**src/hw/rtl/priority_wait_counting_semaphore_assert.svh**
```systemverilog
// Assertion macros for the priority wait counting semaphore.
`ifndef PRIORITY_WAIT_COUNTING_SEMAPHORE_ASSERT_SVH
`define PRIORITY_WAIT_COUNTING_SEMAPHORE_ASSERT_SVH

// Same-cycle implication, sampled on clk, off during reset.
`define PWCS_ASSERT_IMP(lbl, ante, cons, msg) \
  lbl: assert property (@(posedge clk) disable iff (!rst_n) (ante) |-> (cons)) \
    else $error(msg);

// Next-cycle implication, sampled on clk, off during reset.
`define PWCS_ASSERT_NXT(lbl, ante, cons, msg) \
  lbl: assert property (@(posedge clk) disable iff (!rst_n) (ante) |=> (cons)) \
    else $error(msg);

`endif

```
**src/hw/rtl/pwcs_pkg.sv**
```systemverilog
// Shared types and constants for the priority wait counting semaphore.
package pwcs_pkg;

  localparam int CNT_W     = 8;
  localparam int ID_W      = 4;
  localparam int IN_PRIO_W = 8;
  localparam int STAT_W    = 3;
  localparam int WAIT_W    = 5;
  localparam int APB_AW    = 3;
  localparam int APB_DW    = 32;

  localparam logic [CNT_W-1:0] CNT_MAX = '1;

  localparam logic OP_WAIT   = 1'b0;
  localparam logic OP_SIGNAL = 1'b1;

  typedef enum logic [STAT_W-1:0] {
    STAT_GRANTED     = 3'd0,
    STAT_BLOCKED     = 3'd1,
    STAT_WOKEN       = 3'd2,
    STAT_INCREMENTED = 3'd3,
    STAT_QUEUE_FULL  = 3'd4,
    STAT_SATURATED   = 3'd5
  } status_t;

  typedef enum logic {
    FSM_IDLE = 1'b0,
    FSM_EXEC = 1'b1
  } state_t;

  // Controller to datapath.
  typedef struct packed {
    logic capture;  // latch the incoming request
    logic commit;   // apply the request and load the result register
  } dp_cmd_t;

  // Datapath to controller.
  typedef struct packed {
    logic out_free; // result register empty or being drained this cycle
  } dp_stat_t;

endpackage

```
**src/hw/rtl/pwcs_in_if.sv**
```systemverilog
// Request channel: valid/ready handshake with the semaphore request payload.
interface pwcs_in_if;
  logic                            valid;
  logic                            ready;
  logic                            op;
  logic [pwcs_pkg::ID_W-1:0]       task_id;
  logic [pwcs_pkg::IN_PRIO_W-1:0]  priority_req;

  modport source(output valid, op, task_id, priority_req, input ready);
  modport sink(input valid, op, task_id, priority_req, output ready);
endinterface

```
**src/hw/rtl/pwcs_out_if.sv**
```systemverilog
// Result channel: valid/ready handshake with the semaphore result payload.
interface pwcs_out_if;
  logic                          valid;
  logic                          ready;
  logic [pwcs_pkg::STAT_W-1:0]   status;
  logic [pwcs_pkg::ID_W-1:0]     woken_task;
  logic [pwcs_pkg::CNT_W-1:0]    count_now;
  logic [pwcs_pkg::WAIT_W-1:0]   waiters_now;

  modport source(output valid, status, woken_task, count_now, waiters_now, input ready);
  modport sink(input valid, status, woken_task, count_now, waiters_now, output ready);
endinterface

```
**src/hw/rtl/priority_wait_counting_semaphore.sv**
```systemverilog
// Top level of the priority wait counting semaphore: APB register, controller, datapath.
//
//   channel  direction  handshake               payload
//   in_ch    in         valid / ready           op, task_id, priority_req
//   out_ch   out        valid / ready           status, woken_task, count_now, waiters_now
//   cfg_*    in         APB setup + access      start count at byte address 0
//
// Each request is transferred in while idle, then the execute step updates the count and
// the sorted queue row and loads the result register. The queue row inserts or pops in
// that one step, one compare per cell.
// A pending result does not block the next transfer in; a request whose result cannot
// yet be loaded holds in the execute step until the result register drains.
// rst_n is synchronous and active low; it clears the count, the queue length and the
// start-count register. No clearing pass is needed.
module priority_wait_counting_semaphore #(
  parameter int MAX_WAITERS   = 16,
  parameter int PRIORITY_BITS = 8
) (
  input  logic                             clk,
  input  logic                             rst_n,
  pwcs_in_if.sink                          in_ch,
  pwcs_out_if.source                       out_ch,
  input  logic                             cfg_psel,
  input  logic                             cfg_penable,
  input  logic                             cfg_pwrite,
  input  logic [pwcs_pkg::APB_AW-1:0]      cfg_paddr,
  input  logic [pwcs_pkg::APB_DW-1:0]      cfg_pwdata,
  output logic [pwcs_pkg::APB_DW-1:0]      cfg_prdata,
  output logic                             cfg_pready
);

`include "priority_wait_counting_semaphore_assert.svh"

  pwcs_pkg::dp_cmd_t            cmd;
  pwcs_pkg::dp_stat_t           stat;
  logic                         in_ready;
  logic                         cfg_load;
  logic [pwcs_pkg::CNT_W-1:0]   init_count_r;

  // APB: no wait states; only word 0 decodes to the start-count register.
  assign cfg_pready = 1'b1;
  assign cfg_load   = cfg_psel && cfg_penable && cfg_pwrite && cfg_pready &&
                      (cfg_paddr[2] == 1'b0);

  always_ff @(posedge clk) begin
    if (!rst_n) begin
      init_count_r <= '0;
    end else if (cfg_load) begin
      init_count_r <= cfg_pwdata[pwcs_pkg::CNT_W-1:0];
    end
  end

  // Read back the start count; anything above it reads as zero.
  always_comb begin
    cfg_prdata = '0;
    if (cfg_paddr[2] == 1'b0) begin
      cfg_prdata = {{(pwcs_pkg::APB_DW - pwcs_pkg::CNT_W){1'b0}}, init_count_r};
    end
  end

  pwcs_ctrl u_ctrl (
    .clk      (clk),
    .rst_n    (rst_n),
    .in_valid (in_ch.valid),
    .in_ready (in_ready),
    .stat     (stat),
    .cmd      (cmd)
  );

  assign in_ch.ready = in_ready;

  pwcs_dp #(
    .MAX_WAITERS   (MAX_WAITERS),
    .PRIORITY_BITS (PRIORITY_BITS)
  ) u_dp (
    .clk             (clk),
    .rst_n           (rst_n),
    .cmd             (cmd),
    .stat            (stat),
    .cfg_load        (cfg_load),
    .cfg_count       (cfg_pwdata[pwcs_pkg::CNT_W-1:0]),
    .in_op           (in_ch.op),
    .in_task_id      (in_ch.task_id),
    .in_priority_req (in_ch.priority_req),
    .out_valid       (out_ch.valid),
    .out_ready       (out_ch.ready),
    .out_status      (out_ch.status),
    .out_woken_task  (out_ch.woken_task),
    .out_count_now   (out_ch.count_now),
    .out_waiters_now (out_ch.waiters_now)
  );

  // One request in flight: in the cycle after a transfer in, the input is closed.
  `PWCS_ASSERT_NXT(a_one_in_flight, in_ch.valid && in_ready, !in_ready,
    "request accepted while previous one still executing")

  // Tasks only queue while the count is zero.
  `PWCS_ASSERT_IMP(a_queue_implies_zero,
    out_ch.valid && (out_ch.waiters_now != '0), out_ch.count_now == '0,
    "waiters queued with a nonzero count")

  // The woken id is zero unless a waiter was released.
  `PWCS_ASSERT_IMP(a_woken_only_on_wake,
    out_ch.valid && (out_ch.status != pwcs_pkg::STAT_WOKEN), out_ch.woken_task == '0,
    "woken_task set without a released waiter")

endmodule

```
**src/hw/rtl/pwcs_ctrl.sv**
```systemverilog
// Controller state machine: sequences capture and commit of one request.
module pwcs_ctrl (
  input  logic                clk,
  input  logic                rst_n,
  input  logic                in_valid,
  output logic                in_ready,
  input  pwcs_pkg::dp_stat_t  stat,
  output pwcs_pkg::dp_cmd_t   cmd
);

  pwcs_pkg::state_t state_r;
  pwcs_pkg::state_t state_nxt;

  always_ff @(posedge clk) begin
    if (!rst_n) begin
      state_r <= pwcs_pkg::FSM_IDLE;
    end else begin
      state_r <= state_nxt;
    end
  end

  always_comb begin
    state_nxt = state_r;
    case (state_r)
      pwcs_pkg::FSM_IDLE: begin
        if (in_valid) begin
          state_nxt = pwcs_pkg::FSM_EXEC;
        end
      end
      pwcs_pkg::FSM_EXEC: begin
        if (stat.out_free) begin
          state_nxt = pwcs_pkg::FSM_IDLE;
        end
      end
      default: state_nxt = pwcs_pkg::FSM_IDLE;
    endcase
  end

  always_comb begin
    in_ready    = 1'b0;
    cmd.capture = 1'b0;
    cmd.commit  = 1'b0;
    case (state_r)
      pwcs_pkg::FSM_IDLE: begin
        in_ready    = 1'b1;
        cmd.capture = in_valid;
      end
      pwcs_pkg::FSM_EXEC: begin
        // hold until the result register can take the new result
        cmd.commit = stat.out_free;
      end
      default: begin
        in_ready = 1'b0;
      end
    endcase
  end

endmodule

```
**src/hw/rtl/pwcs_dp.sv**
```systemverilog
// Datapath: count, sorted wait-queue cell row and result register.
module pwcs_dp #(
  parameter int MAX_WAITERS   = 16,
  parameter int PRIORITY_BITS = 8
) (
  input  logic                              clk,
  input  logic                              rst_n,
  input  pwcs_pkg::dp_cmd_t                 cmd,
  output pwcs_pkg::dp_stat_t                stat,
  input  logic                              cfg_load,
  input  logic [pwcs_pkg::CNT_W-1:0]        cfg_count,
  input  logic                              in_op,
  input  logic [pwcs_pkg::ID_W-1:0]         in_task_id,
  input  logic [pwcs_pkg::IN_PRIO_W-1:0]    in_priority_req,
  output logic                              out_valid,
  input  logic                              out_ready,
  output logic [pwcs_pkg::STAT_W-1:0]       out_status,
  output logic [pwcs_pkg::ID_W-1:0]         out_woken_task,
  output logic [pwcs_pkg::CNT_W-1:0]        out_count_now,
  output logic [pwcs_pkg::WAIT_W-1:0]       out_waiters_now
);

  localparam int LW = $clog2(MAX_WAITERS + 1);
  localparam int PW = PRIORITY_BITS;

  // Request latch.
  logic                          op_r;
  logic [pwcs_pkg::ID_W-1:0]     id_r;
  logic [PW-1:0]                 prio_r;
  logic [pwcs_pkg::IN_PRIO_W+15:0] prio_wide;

  // Semaphore state.
  logic [pwcs_pkg::CNT_W-1:0]    count_r, count_nxt;
  logic [LW-1:0]                 len_r, len_nxt;

  // Queue cells, head at index 0.
  logic [pwcs_pkg::ID_W-1:0]     q_id_r   [MAX_WAITERS];
  logic [PW-1:0]                 q_prio_r [MAX_WAITERS];
  logic [pwcs_pkg::ID_W-1:0]     q_id_nxt   [MAX_WAITERS];
  logic [PW-1:0]                 q_prio_nxt [MAX_WAITERS];
  logic [MAX_WAITERS-1:0]        ge;

  logic                          do_insert, do_pop;
  pwcs_pkg::status_t             status_nxt;
  logic [pwcs_pkg::ID_W-1:0]     woken_nxt;

  // Result register.
  logic                          out_valid_r, out_valid_nxt;
  logic [pwcs_pkg::STAT_W-1:0]   out_status_r;
  logic [pwcs_pkg::ID_W-1:0]     out_woken_r;
  logic [pwcs_pkg::CNT_W-1:0]    out_count_r;
  logic [pwcs_pkg::WAIT_W-1:0]   out_waiters_r;

  assign prio_wide = {16'b0, in_priority_req};

  always_ff @(posedge clk) begin
    if (cmd.capture) begin
      op_r   <= in_op;
      id_r   <= in_task_id;
      prio_r <= prio_wide[PW-1:0];
    end
  end

  // Operation decode.
  always_comb begin
    count_nxt  = count_r;
    len_nxt    = len_r;
    do_insert  = 1'b0;
    do_pop     = 1'b0;
    woken_nxt  = '0;
    status_nxt = pwcs_pkg::STAT_GRANTED;
    if (op_r == pwcs_pkg::OP_WAIT) begin
      if (count_r != '0) begin
        count_nxt  = count_r - 1'b1;
        status_nxt = pwcs_pkg::STAT_GRANTED;
      end else if (len_r == LW'(MAX_WAITERS)) begin
        status_nxt = pwcs_pkg::STAT_QUEUE_FULL;
      end else begin
        do_insert  = 1'b1;
        len_nxt    = len_r + 1'b1;
        status_nxt = pwcs_pkg::STAT_BLOCKED;
      end
    end else begin
      if (len_r != '0) begin
        do_pop     = 1'b1;
        woken_nxt  = q_id_r[0];
        len_nxt    = len_r - 1'b1;
        status_nxt = pwcs_pkg::STAT_WOKEN;
      end else if (count_r == pwcs_pkg::CNT_MAX) begin
        status_nxt = pwcs_pkg::STAT_SATURATED;
      end else begin
        count_nxt  = count_r + 1'b1;
        status_nxt = pwcs_pkg::STAT_INCREMENTED;
      end
    end
  end

  // Each occupied cell flags whether it stays ahead of the new entry; the
  // flags form a prefix since the row is kept sorted.
  always_comb begin
    for (int i = 0; i < MAX_WAITERS; i++) begin
      ge[i] = (LW'(i) < len_r) && (q_prio_r[i] >= prio_r);
    end
  end

  always_comb begin
    for (int i = 0; i < MAX_WAITERS; i++) begin
      q_id_nxt[i]   = q_id_r[i];
      q_prio_nxt[i] = q_prio_r[i];
      if (do_insert && !ge[i]) begin
        if (i == 0 || ge[(i == 0) ? 0 : i - 1]) begin
          q_id_nxt[i]   = id_r;
          q_prio_nxt[i] = prio_r;
        end else begin
          q_id_nxt[i]   = q_id_r[(i == 0) ? 0 : i - 1];
          q_prio_nxt[i] = q_prio_r[(i == 0) ? 0 : i - 1];
        end
      end else if (do_pop && i < MAX_WAITERS - 1) begin
        q_id_nxt[i]   = q_id_r[(i < MAX_WAITERS - 1) ? i + 1 : i];
        q_prio_nxt[i] = q_prio_r[(i < MAX_WAITERS - 1) ? i + 1 : i];
      end
    end
  end

  always_ff @(posedge clk) begin
    if (cmd.commit) begin
      for (int i = 0; i < MAX_WAITERS; i++) begin
        q_id_r[i]   <= q_id_nxt[i];
        q_prio_r[i] <= q_prio_nxt[i];
      end
    end
  end

  always_ff @(posedge clk) begin
    if (!rst_n) begin
      count_r <= '0;
      len_r   <= '0;
    end else if (cfg_load) begin
      count_r <= cfg_count;
      len_r   <= '0;
    end else if (cmd.commit) begin
      count_r <= count_nxt;
      len_r   <= len_nxt;
    end
  end

  assign stat.out_free = !out_valid_r || out_ready;

  always_comb begin
    out_valid_nxt = out_valid_r;
    if (cmd.commit) begin
      out_valid_nxt = 1'b1;
    end else if (out_ready) begin
      out_valid_nxt = 1'b0;
    end
  end

  always_ff @(posedge clk) begin
    if (!rst_n) begin
      out_valid_r <= 1'b0;
    end else begin
      out_valid_r <= out_valid_nxt;
    end
  end

  always_ff @(posedge clk) begin
    if (cmd.commit) begin
      out_status_r  <= status_nxt;
      out_woken_r   <= woken_nxt;
      out_count_r   <= count_nxt;
      out_waiters_r <= pwcs_pkg::WAIT_W'(len_nxt);
    end
  end

  assign out_valid       = out_valid_r;
  assign out_status      = out_status_r;
  assign out_woken_task  = out_woken_r;
  assign out_count_now   = out_count_r;
  assign out_waiters_now = out_waiters_r;

endmodule

```
**src/flat_wrapper.sv**
```systemverilog
// flat-port wrapper written by rule: the top's interface ports become plain ports
module priority_wait_counting_semaphore_flat 
#(
  parameter int MAX_WAITERS   = 16,
  parameter int PRIORITY_BITS = 8
)
  (clk, rst_n, cfg_psel, cfg_penable, cfg_pwrite, cfg_paddr, cfg_pwdata, cfg_prdata, cfg_pready, in_ch_valid, in_ch_op, in_ch_task_id, in_ch_priority_req, in_ch_ready, out_ch_valid, out_ch_status, out_ch_woken_task, out_ch_count_now, out_ch_waiters_now, out_ch_ready);
  pwcs_in_if in_ch_i ();
  pwcs_out_if out_ch_i ();
  input  logic clk;
  input  logic rst_n;
  input  logic cfg_psel;
  input  logic cfg_penable;
  input  logic cfg_pwrite;
  input  logic [pwcs_pkg::APB_AW-1:0] cfg_paddr;
  input  logic [pwcs_pkg::APB_DW-1:0] cfg_pwdata;
  output logic [pwcs_pkg::APB_DW-1:0] cfg_prdata;
  output logic cfg_pready;
  input wire logic [$bits(in_ch_i.valid)-1:0] in_ch_valid;
  input wire logic [$bits(in_ch_i.op)-1:0] in_ch_op;
  input wire logic [$bits(in_ch_i.task_id)-1:0] in_ch_task_id;
  input wire logic [$bits(in_ch_i.priority_req)-1:0] in_ch_priority_req;
  output wire logic [$bits(in_ch_i.ready)-1:0] in_ch_ready;
  output wire logic [$bits(out_ch_i.valid)-1:0] out_ch_valid;
  output wire logic [$bits(out_ch_i.status)-1:0] out_ch_status;
  output wire logic [$bits(out_ch_i.woken_task)-1:0] out_ch_woken_task;
  output wire logic [$bits(out_ch_i.count_now)-1:0] out_ch_count_now;
  output wire logic [$bits(out_ch_i.waiters_now)-1:0] out_ch_waiters_now;
  input wire logic [$bits(out_ch_i.ready)-1:0] out_ch_ready;
  assign in_ch_i.valid = in_ch_valid;
  assign in_ch_i.op = in_ch_op;
  assign in_ch_i.task_id = in_ch_task_id;
  assign in_ch_i.priority_req = in_ch_priority_req;
  assign in_ch_ready = in_ch_i.ready;
  assign out_ch_valid = out_ch_i.valid;
  assign out_ch_status = out_ch_i.status;
  assign out_ch_woken_task = out_ch_i.woken_task;
  assign out_ch_count_now = out_ch_i.count_now;
  assign out_ch_waiters_now = out_ch_i.waiters_now;
  assign out_ch_i.ready = out_ch_ready;
  priority_wait_counting_semaphore #(.MAX_WAITERS(MAX_WAITERS), .PRIORITY_BITS(PRIORITY_BITS)) u_core (.clk(clk), .rst_n(rst_n), .in_ch(in_ch_i), .out_ch(out_ch_i), .cfg_psel(cfg_psel), .cfg_penable(cfg_penable), .cfg_pwrite(cfg_pwrite), .cfg_paddr(cfg_paddr), .cfg_pwdata(cfg_pwdata), .cfg_prdata(cfg_prdata), .cfg_pready(cfg_pready));
endmodule
```
**config.mk**
```make
export PLATFORM = sky130hd
export DESIGN_NAME = priority_wait_counting_semaphore_flat
export DESIGN_NICKNAME = d
export VERILOG_FILES = /design/src/hw/rtl/pwcs_pkg.sv /design/src/hw/rtl/pwcs_in_if.sv /design/src/hw/rtl/pwcs_out_if.sv /design/src/hw/rtl/priority_wait_counting_semaphore.sv /design/src/hw/rtl/pwcs_ctrl.sv /design/src/hw/rtl/pwcs_dp.sv /design/src/flat_wrapper.sv
export VERILOG_INCLUDE_DIRS = /design/src /design/src/hw/rtl
export SDC_FILE = /design/constraint.sdc
export NUM_CORES = 1
export LEC_CHECK = 0
export BUFFER_PORTS_ARGS = -buffer_cell sky130_fd_sc_hd__buf_2
export CORE_MARGIN = 5
export CORE_UTILIZATION = 60
export DETAILED_ROUTE_END_ITERATION = 7
export PLACE_DENSITY = 0.79
export SETUP_SLACK_MARGIN = 0.3
export SYNTH_ARGS = -nofsm -noshare
export SYNTH_HDL_FRONTEND = slang
export SYNTH_SLANG_ARGS = --single-unit
export TNS_END_PERCENT = 30
```
**constraint.sdc**
```tcl
create_clock -name clk -period 7 [get_ports clk]
set_clock_uncertainty 0.2 [all_clocks]
set_input_delay 0.35 -clock clk [delete_from_list [all_inputs] [get_ports clk]]
set_output_delay 0.35 -clock clk [all_outputs]
set_load 0.01 [all_outputs]
```
==> key figures, run 1 <==
Run status
  • Status: completed

Yosys
  • Mean Syn Cell Area: 10.5 µm²
  • Async SR Flop Fraction: 0
  • Top-area cell type share of the netlist area: 0.433
  • Synth warn: 0
  • Top-count cell post-synth: edfxtp_1
  • Sequential fraction of the synthesis area: 0.463
  • Post-synth EDFFs: roughly 230
  • Ys flop type: edfxtp_1
  • Mapped Area: 15600 µm²
  • Most frequent cells after synthesis: edfxtp_1, nand2_1, o21ai_0
  • Synth cell types: 67
  • Synth Register Bits: 248
  • Synth Instances: 1493
  • Top cells by area, synth: edfxtp_1, ha_1, mux2i_1
  • Largest area contributor in the netlist: edfxtp_1

Timing
  • Final min period: 5.29 ns
  • Slew @ Worst Pin: 1.33 ns
  • # setup viols final: 0
  • FMAX: 189 MHz
  • Slew Limit Headroom: 0.109
  • Min Hold Slack: about 0.26 ns
  • Final Cycle Share: 0.756
  • Post-route setup TNS: 0 ns
  • Number of hold violations in the final report: 0
  • Max-slew violations: 0
  • RSZ-0062 raised after global routing: false

Clock tree
  • CTS root buffer: clkbuf_16
  • Clock transition at path regs: 0.06 ns
  • Clock Tree Buf Depth: 3
  • Clock sinks: ~250
  • TritonCTS Buffers: 27
  • CTS tree: yes
  • # Post-CTS Setup Buffers: 0
  • Skew-Pair Late Insertion Delay: 0.55 ns
  • H-Tree Depth: 1

Global routing
  • GRT Util Overall: 0.274
  • Initial antenna violation count: 0
  • Gr ovfl total: 0
  • Vias in the first global route: 11900
  • First-pass GRT wire length: ~64000 µm
  • Largest net degree at the start of global routing: 34

Die
  • Core Footprint: 25800 µm²
  • Top Ports: 110
  • DIE WIDTH: 171 µm
  • Die Height: 171 µm
  • Initial Utilization: 0.604
  • Die Area: 29300 µm²
  • # rows: 59

Cells and area
  • Final net count: around 1700
  • FILL cells: between 1500 and 2000
  • P&R area growth vs syn: 9.22%
  • # diodes: 0
  • Finished Core Util: 0.660
  • Finished Cell Area: 17000 µm²
  • Share of post-route cells with drive strength above 1: 0.113

Run
  • Max cap viols: 0

Pwr
  • Pwr/cell area: 246 nW/µm²
  • Final Total Pwr: 4.20 mW
  • Peak VDD IR: around 0.22 mV
  • Leakage: 6.68 nW

Detailed routing
  • Routed WL: 40500 µm
  • DRT Pass-1 Iters: 5
  • Drt drc: 0
  • Post-DR wirelength/cell: around 21 µm
  • Total number of vias: 11900
  • ANT nets after route: 0
  • Post-DR vias/cell: between 6 and 7
  • Iteration-0 DRC Markers: approximately 1200

Critical path
  • Critical path's top delay family: compound AO/OA/AOI/OAI gates
  • Startpoint types: register
  • Critical path required time: roughly 7.0 ns
  • Kind of critical path: register to register
  • Crit path max-delay cell type: a21oi_1
  • Crit path cell chain: inv_1, ha_1, a2111oi_0, o211ai_1, nand2_1, nand2_2, a21oi_1
  • Critical path's largest stage delay: slightly above 1 ns
  • Critical path capture point type: register
  • Worst Path Buf+Inv: 1
  • Worst Path Arrival: 5.26 ns
  • Critical path peak fanout: 17

Placement
  • Placer Congestion: ~0.9
  • Placed cell area: 16000 µm²
  • Port Buffers: 58
  • HPWL after DPL: 28000 µm

Min path
  • Tightest Hold Check Type: register to register
placed cells by master, fill, tap and decap left out, types with 22 or more instances in the layout:
cell type        n
edfxtp_1       225
clkbuf_16       27
conb_1          25
mux2i_1        159
o21ai_0        163
ha_1           135
dfxtp_1         23
nand2_1        198
dlygate4sd3_1   24
a21oi_1        112
inv_1           36
nor2_1          88
buf_2           58
mux2_2          22
timing repair:
| item | CTS | global route |
|---|---|---|
| endpoints found under the hold margin | 31 | 0 |
| hold buffers | 24 | 0 |
| resized for setup | 0 | 0 |
routing by layer:
layer	global-route usage	part of all wire	up-vias
met5	0	0	-
met4	0.0913	0.036	0
met3	0.0437	0.074	116
met2	0.456	0.47	537
met1	0.371	0.42	5698
li1	-	-	5528
path summary, 6_finish.rpt:
kind / from / endpoint / slack (ns) / cells after the start
max: u_core.u_dp.prio_r[2] / u_core.u_dp.q_prio_r[0][0] / 1.71 / 7
min: u_core.init_count_r[5] / u_core.init_count_r[5] / 0.26 / 2
max reg2reg: u_core.u_dp.prio_r[2] / u_core.u_dp.q_prio_r[0][0] / 1.71 / 7
min reg2reg: u_core.init_count_r[5] / u_core.init_count_r[5] / 0.26 / 2
worst min-delay path: cells and delay by family (launching register included):
kind            cells  cell delay, ns
compound gates      1            0.07
flops               1            0.30
simple gates        1            0.04
logic make-up (layout without fill, tap and decap cells):
family / Yosys count / count (layout) / synth area share
compound gates: 368 / 368 / 0.134
buf+inv: 149 / 189 / 0.0462
fa+ha+maj: 135 / 135 / 0.108
other cells: 2 / 25 / 0.000481
simple gates: 386 / 386 / 0.111
flops: 248 / 248 / 0.463
mux: 198 / 198 / 0.134
xor+xnor: 7 / 7 / 0.00393
layout make-up:
cell class | instances | area, µm² | area share
multi-input cells | 1119 | 7750 | 0.455
clock buffers | 31 | 691 | 0.0405
inverters | 36 | 135 | 0.00793
well taps | 335 | 419 | 0.0246
flip-flops and latches | 248 | 7220 | 0.423
repair buffers | 103 | 688 | 0.0404
clock inverters | 19 | 138 | 0.00808
registers in the layout (all words and copies together) (netlist names):
| signal | cells |
|---|---|
| u_core.u_dp.id_r | 4 |
| u_core.u_dp.count_r | 8 |
| u_core.u_ctrl.state_r | 1 |
| u_core.u_dp.out_woken_task | 4 |
| u_core.init_count_r | 8 |
| u_core.u_dp.len_r | 5 |
| u_core.u_dp.q_id_r | 64 |
| u_core.u_dp.out_valid | 1 |
| u_core.u_dp.op_r | 1 |
| u_core.u_dp.prio_r | 8 |
| u_core.u_dp.out_waiters_now | 5 |
| u_core.u_dp.out_count_now | 8 |
| u_core.u_dp.out_status | 3 |
| u_core.u_dp.q_prio_r | 128 |
metrics by stage:
step | worst slack [ns] | instances
after floorplan | 3.38 | 1516
after global placement | 1.90 | 1817
after detailed placement | 1.80 | 1817
after CTS | 1.75 | 1891
after global routing | 1.45 | 1891
final | 1.71 | 1891
where the power goes:
group	internal, mW	switching (mW)	total [mW]	leakage (nW)
clock	0.777	0.595	1.37	0.412
combinational	0.341	0.581	0.922	4.02
sequential	1.79	0.109	1.90	2.25
Note: power is estimated with default switching activity, not from simulation.
==> run 2, diff against run 1 <==
clock period = 5.15 ns   (was 7 ns; I/O delays follow)
==> run 2 against run 1 <==
Final cell count rose by 2.2%. Maximum frequency grew 22%. First-iteration DRC count grew 15%. Critical path depth grew 2. Via count grew 2.0%. Register-to-register slack got worse by 0.90 ns.
==> key figures, run 2 (synthesis gave the netlist of run 1 again) <==
Run status
  • Status: completed (unchanged)

Pwr
  • Pwr/cell area: 345 nW/µm² (was 246 nW/µm²)
  • Reg power frac: 0.426 (was 0.454)
  • Leakage: 6.96 nW (was 6.68 nW)
  • NetSw: 1.79 mW (was 1.28 mW)
  • Clock power share: 0.356 (was 0.327)
  • Comb power frac: 0.218 (was 0.220)
  • Cell-internal power: 4.25 mW (was 2.91 mW)
  • Final Total Pwr: 6.05 mW (was 4.20 mW)
  • Peak VDD IR: 0.276 mV (was 0.220 mV)
  • Net Sw Frac: 0.296 (was 0.306)

Cells and area
  • Finished Core Util: 0.678 (was 0.660)
  • Multi-input logic area: 7750 µm² (unchanged)
  • Share of post-route cells with drive strength above 1: 0.139 (was 0.113)
  • Finished Cell Area: 17500 µm² (was 17000 µm²)
  • Final net count: 1765 (was 1725)
  • Biggest regs: u_core.u_dp.q_prio_r (128), u_core.u_dp.q_id_r (64) (unchanged)
  • Commonest cells after routing, fill and taps aside: edfxtp_1, nand2_1, o21ai_0 (unchanged)
  • FILL cells: 1886 (was 1997)
  • # diodes: 0 (unchanged)
  • Most common cell after layout, fill and taps aside: edfxtp_1 (unchanged)
  • Post-Layout Cell Count: 1932 (was 1891)
  • Sequential cell area: 7220 µm² (unchanged)
  • Most flops, register: u_core.u_dp.q_prio_r (unchanged)
  • Largest register FFs: 128 (unchanged)
  • P&R area growth vs syn: 12.3% (was 9.22%)

Critical path
  • Critical path peak fanout: 16 (was 17)
  • Crit path cell chain: inv_1, buf_4, ha_1, nand2_1, nor3_1, a21oi_1, nor2_1, mux2i_1, o21ai_0 (was inv_1, ha_1, a2111oi_0, o211ai_1, nand2_1, nand2_2, a21oi_1)
  • Worst Path Buf+Inv: 2 (was 1)
  • Startpoint types: register (unchanged)
  • Critical path's largest stage delay: 1.05 ns (was 1.02 ns)
  • Critical path capture point type: register (unchanged)
  • Kind of critical path: register to register (unchanged)
  • R2R Setup Slk: 0.81 ns (was 1.71 ns)
  • Worst Path Arrival: 4.43 ns (was 5.26 ns)
  • Critical path required time: 5.24 ns (was 6.97 ns)
  • Crit path max-delay cell type: nor2_1 (was a21oi_1)
  • Critical path's top delay family: simple AND/OR/NAND/NOR gates (was compound AO/OA/AOI/OAI gates)

Die
  • Core Footprint: 25800 µm² (unchanged)
  • Die Height: 171 µm (unchanged)
  • Die Area: 29300 µm² (unchanged)
  • Initial Utilization: 0.604 (unchanged)
  • # rows: 59 (unchanged)
  • DIE WIDTH: 171 µm (unchanged)
  • Top Ports: 110 (unchanged)

Detailed routing
  • Iteration-0 DRC Markers: 1388 (was 1205)
  • ANT nets after route: 0 (unchanged)
  • Routed WL: 41600 µm (was 40500 µm)
  • Post-DR wirelength/cell: 21.6 µm (was 21.4 µm)
  • DRT Pass-1 Iters: 6 (was 5)
  • Total number of vias: 12100 (was 11900)
  • Post-DR vias/cell: 6.27 (was 6.28)
  • Drt drc: 0 (unchanged)

Clock tree
  • # Post-CTS Setup Buffers: 0 (unchanged)
  • TritonCTS Buffers: 28 (was 27)
  • Resize count post-CTS: 0 (unchanged)
  • Skew-Pair Late Insertion Delay: 0.54 ns (was 0.55 ns)
  • CTS root buffer: clkbuf_16 (unchanged)
  • Clock sinks: 248 (unchanged)
  • Clock Tree Buf Depth: 3 (unchanged)
  • H-Tree Depth: 1 (unchanged)
  • CTS tree: yes (unchanged)
  • Clock transition at path regs: 0.06 ns (about the same)

Placement
  • HPWL after DPL: 28800 µm (was 28000 µm)
  • Port Buffers: 58 (unchanged)
  • Placed cell area: 16200 µm² (was 16000 µm²)
  • Placer Congestion: 0.885 (was 0.907)
  • Inst Count DP: 1852 (was 1817)
  • Pre-CTS WS: 1.00 ns (was 1.80 ns)

Global routing
  • Gr ovfl total: 0 (unchanged)
  • GRT Util Overall: 0.282 (was 0.274)
  • First-pass GRT wire length: 65900 µm (was 64000 µm)
  • Largest net degree at the start of global routing: 34 (unchanged)
  • Vias in the first global route: 12400 (was 11900)
  • Initial antenna violation count: 2 (was 0)

Timing
  • Final Cycle Share: 0.843 (was 0.756)
  • Min Hold Slack: 0.213 ns (was 0.265 ns)
  • RSZ-0062 raised after global routing: false (unchanged)
  • Slew Limit Headroom: 0.0690 (was 0.109)
  • Final critical-path setup slack: 0.807 ns (was 1.71 ns)
  • # setup viols final: 0 (unchanged)
  • Post-route setup TNS: 0 ns (unchanged)
  • FMAX: 230 MHz (was 189 MHz)
  • Final min period: 4.34 ns (was 5.29 ns)
  • Max-slew violations: 0 (unchanged)
  • Slew @ Worst Pin: 1.39 ns (was 1.33 ns)
  • Number of hold violations in the final report: 0 (unchanged)

Run
  • Max cap viols: 0 (unchanged)

Min path
  • Tightest Hold Check Type: input port to register (was register to register)
[run 2: metal layers]
layer / vias up / track usage / routed length, µm
met4: 0 / 0.0958 / 1380
met3: 113 / 0.0391 / 2810
met1: 5852 / 0.377 / 17300
li1: 5595 / - / -
met5: - / 0 / 0
met2: 558 / 0.476 / 20100
[run 2: final timing paths]
check | depth (start not counted) | start | end
worst max-delay path | 9 | u_core.u_dp.prio_r[4] | u_core.u_dp.q_id_r[1][14]
worst min-delay path | 4 | cfg_penable | u_core.init_count_r[1]
worst max register to register | 9 | u_core.u_dp.prio_r[4] | u_core.u_dp.q_id_r[1][14]
worst min register to register | 2 | u_core.init_count_r[1] | u_core.init_count_r[1]
[run 2: power groups by stage]
stage               clock network, mW  logic (mW)  registers [mW]
floorplan                           0       0.965            2.55
detailed placement                  0        1.27            2.61
global placement                    0        1.21            2.60
finish                           2.15        1.32            2.57
global route                     2.25        1.46            2.58
CTS                              2.17        1.30            2.57
[run 2: area by class of cell]
class | count | area share
Sequential cell | 248 | 0.412
Tap cell | 335 | 0.0239
Clock buffer | 34 | 0.0442
Timing Repair Buffer | 142 | 0.0566
Multi-Input combinational cell | 1119 | 0.443
Inverter | 36 | 0.00771
Clock inverter | 18 | 0.0129
[run 2: repair_timing]
action	in CTS	in global routing
setup endpoints to repair	0	0
hold buffers	28	0
hold endpoints to repair	31	0
[run 2: tightest hold or removal path: stages]
cell	delay, ns
buf_2	0.10
and4b_1	0.34
nand2_1	0.13
a21boi_0	0.06
==> run 3, diff against run 2 <==
clock period = 4.5 ns   (was 5.15 ns; I/O delays follow)
==> run 3 against run 2 <==
Power grew 13%. Critical path type unchanged. Sequential power grew 14%. Critical path depth shrank 2. Design area grew 0.36%.
==> key figures, run 3 (synthesis gave the netlist of run 1 again) <==
Detailed routing
  • ANT nets after route: 0 (unchanged)
  • Post-DR vias/cell: 6.22 (was 6.27)
  • DRT Pass-1 Iters: 6 (unchanged)
  • Iteration-0 DRC Markers: 1164 (was 1388)
  • Drt drc: 0 (unchanged)
  • Post-DR wirelength/cell: 21.2 µm (was 21.6 µm)
  • Routed WL: 41200 µm (was 41600 µm)
  • Total number of vias: 12100 (about the same)

Pwr
  • Cell-internal power: 4.85 mW (was 4.25 mW)
  • Reg power frac: 0.429 (was 0.426)
  • Net Sw Frac: 0.293 (was 0.296)
  • NetSw: 2.01 mW (was 1.79 mW)
  • Leakage: 7.01 nW (was 6.96 nW)
  • Peak VDD IR: 0.318 mV (was 0.276 mV)
  • Pwr/cell area: 390 nW/µm² (was 345 nW/µm²)
  • Comb power frac: 0.222 (was 0.218)
  • Clock power share: 0.349 (was 0.356)

Critical path
  • R2R Setup Slk: 0.85 ns (was 0.81 ns)
  • Crit path max-delay cell type: nor2_1 (unchanged)
  • Kind of critical path: register to register (unchanged)
  • Worst Path Arrival: 3.74 ns (was 4.43 ns)
  • Critical path required time: 4.59 ns (was 5.24 ns)
  • R2r endpoint: u_core.u_dp.q_prio_r[1][52] (was u_core.u_dp.q_id_r[1][14])
  • Critical path capture point type: register (unchanged)
  • Reg2reg path depth: 7 (was 9)
  • Critical path peak fanout: 12 (was 16)
  • Reg2reg start: u_core.u_dp.prio_r[0] (was u_core.u_dp.prio_r[4])
  • Startpoint types: register (unchanged)
  • Crit path launch: u_core.u_dp.prio_r[0] (was u_core.u_dp.prio_r[4])
  • Crit path cell chain: ha_1, nor2b_1, o21ai_0, a21oi_1, nor2_1, mux2_2, mux2_4 (was inv_1, buf_4, ha_1, nand2_1, nor3_1, a21oi_1, nor2_1, mux2i_1, o21ai_0)
  • Critical path's largest stage delay: 0.93 ns (was 1.05 ns)
  • Crit path to: u_core.u_dp.q_prio_r[1][52] (was u_core.u_dp.q_id_r[1][14])

Clock tree
  • CTS root buffer: clkbuf_16 (unchanged)
  • # Post-CTS Setup Buffers: 0 (unchanged)
  • Skew-Pair Late Insertion Delay: 0.54 ns (about the same)
  • CTS tree: yes (unchanged)
  • Resize count post-CTS: 0 (unchanged)
  • Clock Tree Buf Depth: 3 (unchanged)
  • H-Tree Depth: 1 (unchanged)
  • Clock sinks: 248 (unchanged)
  • TritonCTS Buffers: 27 (was 28)
  • Clock transition at path regs: 0.06 ns (about the same)

Run
  • Max cap viols: 0 (unchanged)

Cells and area
  • Share of post-route cells with drive strength above 1: 0.141 (was 0.139)
  • Finished Cell Area: 17600 µm² (was 17500 µm²)
  • # diodes: 0 (unchanged)
  • P&R area growth vs syn: 12.7% (was 12.3%)
  • Commonest cells after routing, fill and taps aside: edfxtp_1, nand2_1, o21ai_0 (unchanged)
  • Biggest regs: u_core.u_dp.q_prio_r (128), u_core.u_dp.q_id_r (64) (unchanged)
  • Most common cell after layout, fill and taps aside: edfxtp_1 (unchanged)
  • Final net count: 1776 (was 1765)
  • Most flops, register: u_core.u_dp.q_prio_r (unchanged)
  • Largest register FFs: 128 (unchanged)

Timing
  • Slew @ Worst Pin: 1.28 ns (was 1.39 ns)
  • RSZ-0062 raised after global routing: false (unchanged)
  • Number of hold violations in the final report: 0 (unchanged)
  • Slew Limit Headroom: 0.142 (was 0.0690)
  • Max-slew violations: 0 (unchanged)
  • Post-route setup TNS: 0 ns (unchanged)
  • FMAX: 274 MHz (was 230 MHz)
  • Final min period: 3.65 ns (was 4.34 ns)
  • Final Cycle Share: 0.811 (was 0.843)
  • # setup viols final: 0 (unchanged)

Die
  • Die Height: 171 µm (unchanged)
  • Core Footprint: 25800 µm² (unchanged)
  • DIE WIDTH: 171 µm (unchanged)
  • # rows: 59 (unchanged)
  • Initial Utilization: 0.604 (unchanged)
  • Top Ports: 110 (unchanged)
  • Die Area: 29300 µm² (unchanged)

Global routing
  • Initial antenna violation count: 0 (was 2)
  • First-pass GRT wire length: 64800 µm (was 65900 µm)
  • Gr ovfl total: 0 (unchanged)
  • GRT Util Overall: 0.278 (was 0.282)
  • Vias in the first global route: 12100 (was 12400)
  • Largest net degree at the start of global routing: 30 (was 34)

Placement
  • Placer Congestion: 0.915 (was 0.885)
  • Port Buffers: 58 (unchanged)
  • HPWL after DPL: 29200 µm (was 28800 µm)
  • Placed cell area: 16300 µm² (was 16200 µm²)

Run status
  • Status: completed (unchanged)

Min path
  • Tightest Hold Check Type: input port to register (unchanged)
-- run 3: changes by cell type in the layout (fill, tap and decap cells not counted) --
| cell | delta |
|---|---|
| buf_4 | +7 |
| clkbuf_1 | -1 |
| clkbuf_16 | -1 |
| clkbuf_8 | +1 |
| clkinv_2 | -1 |
| clkinvlp_4 | -1 |
| dlygate4sd3_1 | +5 |
| inv_8 | -1 |
-- run 3: area by class of cell --
type	count	area, µm²
fillers	1946	8260
flip-flops and latches	248	7220
inverters	36	135
clock inverters	15	201
repair buffers	154	1090
multi-input cells	1119	7750
clock buffers	33	759
well taps	335	419
-- run 3: power groups by stage --
stage | combinational, mW | sequential [mW] | clock, mW
finish | 1.52 | 2.94 | 2.40
global route | 1.68 | 2.95 | 2.51
CTS | 1.50 | 2.93 | 2.42
detailed placement | 1.46 | 2.98 | 0
global placement | 1.40 | 2.98 | 0
floorplan | 1.10 | 2.91 | 0
-- run 3: routing by layer --
layer | track usage | vias up | wire length [µm]
li1 | - | 5626 | -
met1 | 0.371 | 5778 | 17100
met2 | 0.472 | 531 | 19600
met3 | 0.0379 | 125 | 2900
met4 | 0.0909 | 0 | 1520
met5 | 0 | - | 0
-- run 3: what timing repair did --
item | 4_1_cts | 5_1_grt
endpoints found under the hold margin | 31 | 0
endpoints found under the setup margin | 0 | 0
hold buffers | 33 | 0
-- run 3: worst min-delay path by stage --
stage	cells after the start	end	slack [ns]	startpoint
2_1_floorplan	0	u_core.u_dp.id_r[0]	0.12	in_ch_task_id[0]
3_3_place_gp	1	u_core.u_dp.prio_r[7]	0.20	in_ch_priority_req[7]
3_5_place_dp	1	u_core.u_dp.id_r[0]	0.20	in_ch_task_id[0]
4_1_cts	2	u_core.u_dp.id_r[3]	0.17	in_ch_task_id[3]
5_1_grt	2	u_core.u_dp.prio_r[3]	0.21	in_ch_priority_req[3]
6_report	2	u_core.u_dp.id_r[3]	0.20	in_ch_task_id[3]
-- run 3: stage by stage --
stage	hold WS, ns	cells	setup WS, ns	util	total power [mW]
after floorplan	0.124	1516	0.881	-	4.02
after global placement	0.202	1859	1.04	0.630	4.37
after detailed placement	0.203	1859	0.934	0.630	4.44
after CTS	0.174	1940	0.908	0.680	6.85
after global routing	0.206	1940	0.703	0.680	7.15
final	0.196	1940	0.849	0.680	6.85
-- run 3: worst max-delay path, delay by kind of cell (launching register included) --
family / cells / cell delay (ns)
and+or+nand+nor: 2 / 0.97
muxes: 2 / 0.71
DFF: 1 / 0.65
AOI/OAI and AO/OA: 2 / 0.47
adders and majority gates: 1 / 0.40
